**src/hw/rtl/nnr_pkg.sv**
```systemverilog
package nnr_pkg;

    localparam int DIM_W            = 13;
    localparam int DEPTH_W          = 3;
    localparam int CNT_W            = 12;
    localparam int EXC_W            = 14;
    localparam int CH_W             = 8;
    localparam int NUM_CH           = 4;
    localparam int SUM_W            = 10;
    localparam int CFG_ADDR_W       = 3;
    localparam int QUEUE_DEPTH      = 4;
    localparam int MAX_DIM_DEF      = 4096;
    localparam int MAX_CHANNELS_DEF = 4;

    // floor(x / 3) == (x * RECIP3) >> RECIP3_SHIFT for every x below 1024.
    localparam int RECIP3       = 2731;
    localparam int RECIP3_W     = 12;
    localparam int RECIP3_SHIFT = 13;

    localparam logic [DIM_W-1:0]   RST_SRC_WIDTH  = DIM_W'(64);
    localparam logic [DIM_W-1:0]   RST_SRC_HEIGHT = DIM_W'(64);
    localparam logic [DEPTH_W-1:0] RST_SRC_DEPTH  = DEPTH_W'(3);
    localparam logic [DIM_W-1:0]   RST_DST_WIDTH  = DIM_W'(64);
    localparam logic [DIM_W-1:0]   RST_DST_HEIGHT = DIM_W'(64);
    localparam logic [DEPTH_W-1:0] RST_DST_DEPTH  = DEPTH_W'(3);

    typedef enum logic [CFG_ADDR_W-1:0] {
        CFG_SRC_WIDTH  = 3'd0,
        CFG_SRC_HEIGHT = 3'd1,
        CFG_SRC_DEPTH  = 3'd2,
        CFG_DST_WIDTH  = 3'd3,
        CFG_DST_HEIGHT = 3'd4,
        CFG_DST_DEPTH  = 3'd5
    } cfg_index_t;

    typedef enum logic [DEPTH_W-1:0] {
        DIV_BY_1 = 3'd1,
        DIV_BY_2 = 3'd2,
        DIV_BY_3 = 3'd3,
        DIV_BY_4 = 3'd4
    } div_code_t;

    typedef struct packed {
        logic [DIM_W-1:0]   src_width;
        logic [DIM_W-1:0]   src_height;
        logic [DEPTH_W-1:0] src_depth;
        logic [DIM_W-1:0]   dst_width;
        logic [DIM_W-1:0]   dst_height;
        logic [DEPTH_W-1:0] dst_depth;
    } cfg_t;

    typedef struct packed {
        logic [NUM_CH-1:0][CH_W-1:0] chan;
        logic                        mono;
        logic [DEPTH_W-1:0]          div;
        logic                        last;
        logic                        err;
    } nnr_item_t;

endpackage

```
**src/hw/rtl/nearest_neighbour_image_resize.sv**
```systemverilog
// Channel   Direction  Ports                          Contents
// s_        in         s_tvalid s_tready s_tuser      source pixel, frame start in tuser
//                      s_tdata
// m_        out        m_tvalid m_tready m_tdata      output pixel, frame end in tlast,
//                      m_tlast m_tuser                settings error in tuser
// cfg_      in         cfg_we cfg_addr cfg_wdata      register write, no read-back
//
// One source pixel is taken every cycle while the four-entry queue has room.
// A selected pixel passes through the queue memory and then the output register to m_tdata.
// The output register drains one beat a cycle while m_tready is high, so a stalled sink
// fills the queue and then holds s_tready low.
// Reset clears the counters and loads the default sizes; no clearing pass.
module nearest_neighbour_image_resize
    import nnr_pkg::*;
#(
    parameter int MAX_DIM      = MAX_DIM_DEF,
    parameter int MAX_CHANNELS = MAX_CHANNELS_DEF
)
(
    input  logic                    clk,
    input  logic                    rst_n,
    input  logic                    s_tvalid,
    output logic                    s_tready,
    input  logic [NUM_CH*CH_W-1:0]  s_tdata,   // chan0, chan1, chan2, chan3
    input  logic                    s_tuser,   // frame_start
    output logic                    m_tvalid,
    input  logic                    m_tready,
    output logic [NUM_CH*CH_W-1:0]  m_tdata,   // out0, out1, out2, out3
    output logic                    m_tlast,
    output logic                    m_tuser,   // config_error
    input  logic                    cfg_we,
    input  logic [CFG_ADDR_W-1:0]   cfg_addr,
    input  logic [DIM_W-1:0]        cfg_wdata
);

    cfg_t                        cfg_reg;
    cfg_t                        cfg_next;
    logic                        q_full;
    logic                        q_empty;
    logic                        pix_accept;
    logic                        push;
    logic                        pop;
    nnr_item_t                   front_item;
    nnr_item_t                   q_item;
    logic [NUM_CH-1:0][CH_W-1:0] out_chan;

    always_comb
    begin
        cfg_next = cfg_reg;
        if (cfg_we)
        begin
            case (cfg_addr)
                CFG_SRC_WIDTH:  cfg_next.src_width  = cfg_wdata;
                CFG_SRC_HEIGHT: cfg_next.src_height = cfg_wdata;
                CFG_SRC_DEPTH:  cfg_next.src_depth  = cfg_wdata[DEPTH_W-1:0];
                CFG_DST_WIDTH:  cfg_next.dst_width  = cfg_wdata;
                CFG_DST_HEIGHT: cfg_next.dst_height = cfg_wdata;
                CFG_DST_DEPTH:  cfg_next.dst_depth  = cfg_wdata[DEPTH_W-1:0];
                default:        cfg_next = cfg_reg;
            endcase
        end
    end

    always_ff @(posedge clk or negedge rst_n)
    begin
        if (!rst_n)
        begin
            cfg_reg.src_width  <= RST_SRC_WIDTH;
            cfg_reg.src_height <= RST_SRC_HEIGHT;
            cfg_reg.src_depth  <= RST_SRC_DEPTH;
            cfg_reg.dst_width  <= RST_DST_WIDTH;
            cfg_reg.dst_height <= RST_DST_HEIGHT;
            cfg_reg.dst_depth  <= RST_DST_DEPTH;
        end
        else
        begin
            cfg_reg <= cfg_next;
        end
    end

    assign s_tready   = !q_full;
    assign pix_accept = s_tvalid && s_tready;

    nnr_front #(
        .MAX_DIM      (MAX_DIM),
        .MAX_CHANNELS (MAX_CHANNELS)
    ) u_front (
        .clk         (clk),
        .rst_n       (rst_n),
        .cfg         (cfg_reg),
        .pix_accept  (pix_accept),
        .frame_start (s_tuser),
        .chan        (s_tdata),
        .push        (push),
        .item        (front_item)
    );

    nnr_fifo #(
        .DEPTH (QUEUE_DEPTH)
    ) u_fifo (
        .clk     (clk),
        .rst_n   (rst_n),
        .wr_en   (push),
        .wr_item (front_item),
        .full    (q_full),
        .rd_en   (pop),
        .rd_item (q_item),
        .empty   (q_empty)
    );

    nnr_back u_back (
        .clk       (clk),
        .rst_n     (rst_n),
        .q_empty   (q_empty),
        .q_item    (q_item),
        .pop       (pop),
        .out_valid (m_tvalid),
        .out_ready (m_tready),
        .out_chan  (out_chan),
        .out_last  (m_tlast),
        .out_err   (m_tuser)
    );

    assign m_tdata = out_chan;

    a_error_beat: assert property (@(posedge clk) disable iff (!rst_n)
        (m_tvalid && m_tuser) |-> (m_tlast && (m_tdata == '0)))
        else $error("error beat must be frame end with zero pixel data");

endmodule

```
**src/hw/rtl/nnr_fifo.sv**
```systemverilog
module nnr_fifo
    import nnr_pkg::*;
#(
    parameter int DEPTH = QUEUE_DEPTH
)
(
    input  logic      clk,
    input  logic      rst_n,
    input  logic      wr_en,
    input  nnr_item_t wr_item,
    output logic      full,
    input  logic      rd_en,
    output nnr_item_t rd_item,
    output logic      empty
);

    localparam int PTR_W = (DEPTH > 1) ? $clog2(DEPTH) : 1;
    localparam int CNT_W_Q = $clog2(DEPTH + 1);
    localparam logic [PTR_W-1:0] LAST_PTR = PTR_W'(DEPTH - 1);
    localparam logic [CNT_W_Q-1:0] FULL_CNT = CNT_W_Q'(DEPTH);

    nnr_item_t           mem_reg [DEPTH];
    logic [PTR_W-1:0]    wr_ptr_reg;
    logic [PTR_W-1:0]    wr_ptr_next;
    logic [PTR_W-1:0]    rd_ptr_reg;
    logic [PTR_W-1:0]    rd_ptr_next;
    logic [CNT_W_Q-1:0]  count_reg;
    logic [CNT_W_Q-1:0]  count_next;
    logic                push;
    logic                pop;

    assign full    = (count_reg == FULL_CNT);
    assign empty   = (count_reg == '0);
    assign push    = wr_en && !full;
    assign pop     = rd_en && !empty;
    assign rd_item = mem_reg[rd_ptr_reg];

    always_comb
    begin
        wr_ptr_next = wr_ptr_reg;
        rd_ptr_next = rd_ptr_reg;
        count_next  = count_reg;
        if (push)
        begin
            wr_ptr_next = (wr_ptr_reg == LAST_PTR) ? '0 : wr_ptr_reg + PTR_W'(1);
        end
        if (pop)
        begin
            rd_ptr_next = (rd_ptr_reg == LAST_PTR) ? '0 : rd_ptr_reg + PTR_W'(1);
        end
        if (push && !pop)
        begin
            count_next = count_reg + CNT_W_Q'(1);
        end
        else if (pop && !push)
        begin
            count_next = count_reg - CNT_W_Q'(1);
        end
    end

    always_ff @(posedge clk or negedge rst_n)
    begin
        if (!rst_n)
        begin
            wr_ptr_reg <= '0;
            rd_ptr_reg <= '0;
            count_reg  <= '0;
        end
        else
        begin
            wr_ptr_reg <= wr_ptr_next;
            rd_ptr_reg <= rd_ptr_next;
            count_reg  <= count_next;
        end
    end

    always_ff @(posedge clk)
    begin
        if (push)
        begin
            mem_reg[wr_ptr_reg] <= wr_item;
        end
    end

    a_count_bound: assert property (@(posedge clk) disable iff (!rst_n)
        count_reg <= FULL_CNT)
        else $error("queue count exceeds its depth");

    a_push_grows: assert property (@(posedge clk) disable iff (!rst_n)
        (push && !pop) |=> (count_reg == $past(count_reg) + CNT_W_Q'(1)))
        else $error("queue count did not grow on a lone push");

endmodule

```
**src/hw/rtl/nnr_front.sv**
```systemverilog
module nnr_front
    import nnr_pkg::*;
#(
    parameter int MAX_DIM      = MAX_DIM_DEF,
    parameter int MAX_CHANNELS = MAX_CHANNELS_DEF
)
(
    input  logic                        clk,
    input  logic                        rst_n,
    input  cfg_t                        cfg,
    input  logic                        pix_accept,
    input  logic                        frame_start,
    input  logic [NUM_CH-1:0][CH_W-1:0] chan,
    output logic                        push,
    output nnr_item_t                   item
);

    logic [CNT_W-1:0] src_col_reg, src_col_next;
    logic [CNT_W-1:0] src_row_reg, src_row_next;
    logic [EXC_W-1:0] col_exc_reg, col_exc_next;
    logic [EXC_W-1:0] row_exc_reg, row_exc_next;
    logic [CNT_W-1:0] out_col_reg, out_col_next;
    logic [CNT_W-1:0] out_row_reg, out_row_next;

    logic [CNT_W-1:0] src_col, src_row, out_col, out_row;
    logic [EXC_W-1:0] col_exc, row_exc;
    logic             bad;
    logic             mono;
    logic             row_end;
    logic             frame_end;
    logic             row_sel;
    logic             col_sel;
    logic             last;
    logic [EXC_W-1:0] col_step;
    logic [EXC_W-1:0] row_step;
    logic [DEPTH_W-1:0] keep_depth;

    // A frame start restarts the frame before the pixel is classified.
    assign src_col = frame_start ? '0 : src_col_reg;
    assign src_row = frame_start ? '0 : src_row_reg;
    assign col_exc = frame_start ? '0 : col_exc_reg;
    assign row_exc = frame_start ? '0 : row_exc_reg;
    assign out_col = frame_start ? '0 : out_col_reg;
    assign out_row = frame_start ? '0 : out_row_reg;

    assign bad = (cfg.src_width == '0) || (int'(cfg.src_width) > MAX_DIM)
              || (cfg.src_height == '0) || (int'(cfg.src_height) > MAX_DIM)
              || (cfg.src_depth == '0) || (int'(cfg.src_depth) > MAX_CHANNELS)
              || (cfg.dst_width == '0) || (cfg.dst_width > cfg.src_width)
              || (cfg.dst_height == '0) || (cfg.dst_height > cfg.src_height)
              || ((cfg.dst_depth != DEPTH_W'(1)) && (cfg.dst_depth != cfg.src_depth));

    assign mono      = (cfg.dst_depth == DEPTH_W'(1));
    assign row_end   = ({1'b0, src_col} + DIM_W'(1)) >= cfg.src_width;
    assign frame_end = row_end && (({1'b0, src_row} + DIM_W'(1)) >= cfg.src_height);
    assign row_sel   = row_exc < {1'b0, cfg.dst_height};
    assign col_sel   = col_exc < {1'b0, cfg.dst_width};
    assign last      = (out_row == CNT_W'(cfg.dst_height - DIM_W'(1)))
                    && (out_col == CNT_W'(cfg.dst_width - DIM_W'(1)));

    assign col_step = col_sel ? ({1'b0, cfg.src_width} - {1'b0, cfg.dst_width})
                              : (EXC_W'(0) - {1'b0, cfg.dst_width});
    assign row_step = row_sel ? ({1'b0, cfg.src_height} - {1'b0, cfg.dst_height})
                              : (EXC_W'(0) - {1'b0, cfg.dst_height});

    assign push       = pix_accept && (bad ? frame_end : (row_sel && col_sel));
    assign keep_depth = mono ? cfg.src_depth : cfg.dst_depth;

    always_comb
    begin
        item      = '0;
        item.err  = bad;
        item.last = bad ? 1'b1 : last;
        item.mono = mono && !bad;
        item.div  = cfg.src_depth;
        for (int i = 0; i < NUM_CH; i++)
        begin
            if (!bad && (DEPTH_W'(i) < keep_depth))
            begin
                item.chan[i] = chan[i];
            end
        end
    end

    always_comb
    begin
        src_col_next = src_col + CNT_W'(1);
        src_row_next = src_row;
        col_exc_next = col_exc + col_step;
        row_exc_next = row_exc;
        out_col_next = col_sel ? out_col + CNT_W'(1) : out_col;
        out_row_next = out_row;
        if (row_end)
        begin
            src_col_next = '0;
            col_exc_next = '0;
            out_col_next = '0;
            out_row_next = row_sel ? out_row + CNT_W'(1) : out_row;
            row_exc_next = row_exc + row_step;
            src_row_next = src_row + CNT_W'(1);
            if (frame_end)
            begin
                src_row_next = '0;
                row_exc_next = '0;
                out_row_next = '0;
            end
        end
    end

    always_ff @(posedge clk or negedge rst_n)
    begin
        if (!rst_n)
        begin
            src_col_reg <= '0;
            src_row_reg <= '0;
            col_exc_reg <= '0;
            row_exc_reg <= '0;
            out_col_reg <= '0;
            out_row_reg <= '0;
        end
        else if (pix_accept)
        begin
            src_col_reg <= src_col_next;
            src_row_reg <= src_row_next;
            col_exc_reg <= col_exc_next;
            row_exc_reg <= row_exc_next;
            out_col_reg <= out_col_next;
            out_row_reg <= out_row_next;
        end
    end

    a_row_end_clears: assert property (@(posedge clk) disable iff (!rst_n)
        (pix_accept && row_end) |=> (src_col_reg == '0 && out_col_reg == '0))
        else $error("column state not cleared at the end of a row");

endmodule

```
**src/hw/rtl/nnr_back.sv**
```systemverilog
module nnr_back
    import nnr_pkg::*;
(
    input  logic                        clk,
    input  logic                        rst_n,
    input  logic                        q_empty,
    input  nnr_item_t                   q_item,
    output logic                        pop,
    output logic                        out_valid,
    input  logic                        out_ready,
    output logic [NUM_CH-1:0][CH_W-1:0] out_chan,
    output logic                        out_last,
    output logic                        out_err
);

    logic                        valid_reg;
    logic [NUM_CH-1:0][CH_W-1:0] chan_reg, chan_next;
    logic                        last_reg;
    logic                        err_reg;
    logic [SUM_W-1:0]            sum;
    logic [SUM_W+RECIP3_W-1:0]   prod;
    logic [CH_W-1:0]             avg;

    assign pop = !q_empty && (!valid_reg || out_ready);

    assign sum = SUM_W'(q_item.chan[0]) + SUM_W'(q_item.chan[1])
               + SUM_W'(q_item.chan[2]) + SUM_W'(q_item.chan[3]);
    assign prod = (SUM_W+RECIP3_W)'(sum) * (SUM_W+RECIP3_W)'(RECIP3);

    always_comb
    begin
        case (q_item.div)
            DIV_BY_1: avg = CH_W'(sum);
            DIV_BY_2: avg = CH_W'(sum >> 1);
            DIV_BY_3: avg = prod[RECIP3_SHIFT +: CH_W];
            DIV_BY_4: avg = CH_W'(sum >> 2);
            default:  avg = CH_W'(sum);
        endcase
    end

    always_comb
    begin
        chan_next = q_item.chan;
        if (q_item.mono)
        begin
            chan_next    = '0;
            chan_next[0] = avg;
        end
    end

    always_ff @(posedge clk or negedge rst_n)
    begin
        if (!rst_n)
        begin
            valid_reg <= 1'b0;
        end
        else if (pop)
        begin
            valid_reg <= 1'b1;
        end
        else if (out_ready)
        begin
            valid_reg <= 1'b0;
        end
    end

    always_ff @(posedge clk)
    begin
        if (pop)
        begin
            chan_reg <= chan_next;
            last_reg <= q_item.last;
            err_reg  <= q_item.err;
        end
    end

    assign out_valid = valid_reg;
    assign out_chan  = chan_reg;
    assign out_last  = last_reg;
    assign out_err   = err_reg;

endmodule

```
**config.mk**
```make
export PLATFORM = sky130hd
export DESIGN_NAME = nearest_neighbour_image_resize
export DESIGN_NICKNAME = d
export VERILOG_FILES = /design/src/hw/rtl/nnr_pkg.sv /design/src/hw/rtl/nearest_neighbour_image_resize.sv /design/src/hw/rtl/nnr_fifo.sv /design/src/hw/rtl/nnr_front.sv /design/src/hw/rtl/nnr_back.sv
export SDC_FILE = /design/constraint.sdc
export NUM_CORES = 1
export LEC_CHECK = 0
export BUFFER_PORTS_ARGS = -buffer_cell sky130_fd_sc_hd__buf_4
export CELL_PAD_IN_SITES_DETAIL_PLACEMENT = 0
export CELL_PAD_IN_SITES_GLOBAL_PLACEMENT = 1
export CORE_MARGIN = 2
export CORE_UTILIZATION = 50
export CTS_BUF_LIST = sky130_fd_sc_hd__clkbuf_16
export DETAILED_ROUTE_END_ITERATION = 10
export HOLD_SLACK_MARGIN = 0.1
export PLACE_DENSITY = 0.8
export RECOVER_POWER = 25
export SKIP_CTS_REPAIR_TIMING = 1
export SYNTH_ARGS = -nofsm -noshare
export SYNTH_HDL_FRONTEND = slang
export SYNTH_SLANG_ARGS = --single-unit
```
**constraint.sdc**
```tcl
create_clock -name clk -period 12.65 [get_ports clk]
set_input_delay 2.53 -clock clk [delete_from_list [all_inputs] [get_ports clk]]
set_output_delay 2.53 -clock clk [all_outputs]
set_load 0.01 [all_outputs]
```
==> impl_metrics.yaml <==
status:
  status: "finished, violations left"
  violations: "capacitance limit, slew limit"
routing:
  dr.pass1.iters: 7
  route.detailed.drc: 0
  drt_iter0_drc: 1099
  antenna_left: 0
  vias: 15390
  viasPerCell: 5.863
  avgRoutedWirePerCell_um: 20.39
  drt_wl_total_mm: 53.53
die:
  die_w_um: 210.1
  initial_core_util_pct: 50.64
  die-area_um2: 44150
  core.rowCount: 75
  core_area_um2: 41950
  die_h_um: 210.1
  ios: 90
synthesis:
  synth_area_leaders: "edfxtp_1, dfrtp_1, ha_1, fa_1, mux4_2"
  ys.flop_type: "edfxtp_1"
  synth_top_area_share_pct: 26.29
  yosysWarnings: 0
  synth_cell_types: 89
  postSynthAreaPerCell_um2: 10.78
  synthCells: 1971
  syn_nets: 2255
  syn-cell-area_um2: 21240
  synth-seq-cells: 328
  ys_seq_area_share_pct: 43.07
  synth-edff-count: 186
  synthArstFlopShare_pct: 43.29
  synth_area_leader_cell: "edfxtp_1"
clocking:
  cts_buffer_depth: 3
  clkSinkCount: 328
  h-tree-depth: 2
  cts_tree: "yes"
  clk_latency_ns: 0.57
  clk_pin_slew_worst_paths_ns: 0.06
  cts_root_buffer: "clkbuf_16"
  numCtsBuffers: 37
critical_path:
  critPathSlowestCell: "dfrtp_1"
  crit_required_ns: 12.96
  crit_path_max_fanout: 31
  arrival_ns: 10.60
  crit_buf_inv: 8
  worstSetupStartpointType: "flop"
  r2r_slack_ns: 2.36
  path_class: "flop to flop"
  critPathTopFamily: "adder cells"
  critical_path.max_stage_delay_ns: 1.66
  cp-end-kind: "flop"
final_layout:
  fill_cells: 3597
  final_cell_mix: "inv_1, edfxtp_1, ha_1"
  nets: 2342
  multi_input_area_um2: 11180
  antenna_cells: 0
  area_delta_synth_final_pct: 11.50
  drive_gt1_share_pct: 12.80
  regArea_um2: 9150
  largest_reg_flops: 152
  final_common_cell: "inv_1"
placed_design:
  gp_congestion: 0.8640
  hpwl_mm: 38.92
  port_buffers: 89
timing:
  worst_slew_pin_slew_ns: 4.464
  finalMaxSlewViolations: 149
  clock_skew_ns: 0.02701
  tns_ns: 0
  worst_hold_slack_ns: 0.4664
  rsz0062_at_grt: "false"
  period_share_pct: 81.35
  timing.fmax_ghz: 0.09718
  timing.slew.headroom_pct: -197.6
  post-route-min-period_ns: 10.29
  finalHoldViolations: 0
  finalSetupViolCount: 0
hold_path:
  hp-class: "flop to flop"
global_route:
  overflow: 0
  grt_usage_pct: 24.73
  grt_start_max_net_pins: 79
  grt_pass1_vias: 15280
  antenna_found_initial: 0
  grt_pass1_wl_mm: 84.77
run:
  maxCapViolations: 3
## cells by family (layout without fill, tap and decap cells)
group	count (synthesis)	after routing	share of synthesized area (%)
DFF	328	328	43.07
xor gates and xnor gates	110	110	4.600
muxes	73	73	5.837
adders and majority gates	230	230	15.28
AOI/OAI and AO/OA	426	426	13.12
buffers and inverters	244	359	4.465
and+or+nand+nor	560	560	13.63
## layer usage
layer | share of wire [%] | wire, µm | GRT usage [%] | up-vias
met3 | 5.7 | 3069 | 3.695 | 71
met4 | 2.3 | 1207 | 6.921 | 0
met5 | 0 | 0 | 0 | -
met2 | 48 | 25830 | 41.81 | 431
li1 | - | - | - | 7358
met1 | 44 | 23430 | 33.29 | 7530
## worst min-delay path: stages, from the launching register on
cell and delay (ns):
dfrtp_1 0.33, nand2_1 0.05, o31ai_1 0.05
## per-stage QoR
stage / setup WS [ns] / utilization, % / cells / area (µm²)
after floorplan: 3.559 / - / 1971 / 21240
after global placement: 3.423 / 53.68 / 2558 / 22520
after detailed placement: 3.271 / 53.68 / 2558 / 22520
after CTS: 3.245 / 56.56 / 2625 / 23730
after global routing: 1.512 / 56.47 / 2625 / 23690
final: 2.359 / 56.47 / 2625 / 23690
## worst paths after layout
| kind | cells past startpoint | startpoint | to |
|---|---|---|---|
| worst max-delay path | 30 | u_fifo.rd_ptr_reg[0]$_DFFE_PN0P_ | u_back.out_chan[7]$_DFFE_PP_ |
| min in group asynchronous | 1 | rst_n | u_back.out_valid$_DFFE_PN0P_ |
| worst max register to register | 30 | u_fifo.rd_ptr_reg[0]$_DFFE_PN0P_ | u_back.out_chan[7]$_DFFE_PP_ |
| worst min-delay path | 2 | u_front.col_exc_reg[3]$_DFFE_PN0P_ | u_front.col_exc_reg[3]$_DFFE_PN0P_ |
| max in group asynchronous | 1 | rst_n | u_fifo.rd_ptr_reg[1]$_DFFE_PN0P_ |
| worst min register to register | 2 | u_front.col_exc_reg[3]$_DFFE_PN0P_ | u_front.col_exc_reg[3]$_DFFE_PN0P_ |
## cells in the mapped netlist (8+ instances only)
cell type / count
mux2i_1: 8
nand2_1: 159
buf_1: 9
edfxtp_1: 186
a21o_1: 31
a31oi_1: 11
dfstp_2: 8
and3_1: 35
xnor2_1: 72
o22ai_1: 13
nor3_1: 36
and2_1: 27
clkbuf_1: 38
buf_2: 8
o21a_1: 17
or3_1: 15
dfrtp_1: 134
a21oi_1: 85
nor2_1: 88
nand4_1: 26
nor2b_1: 57
nor4_1: 16
xor2_1: 37
mux4_2: 37
nand3_1: 41
fa_1: 49
inv_1: 184
a211oi_1: 12
mux2_2: 25
a22o_1: 30
ha_1: 181
o21ai_0: 132
nand2b_1: 13
o31ai_1: 14
## cell type report
cell class / count / area share [%]
Clock inverter: 30 / 1.189
Sequential cell: 328 / 38.63
Clock buffer: 37 / 3.909
Timing Repair Buffer: 107 / 3.296
Inverter: 185 / 2.932
Multi-Input combinational cell: 1399 / 47.20
Tap cell: 539 / 2.847
Power is left out: the tool's default activity adds up to more than one toggle a clock period on the data nets, which glitch-free logic cannot reach.
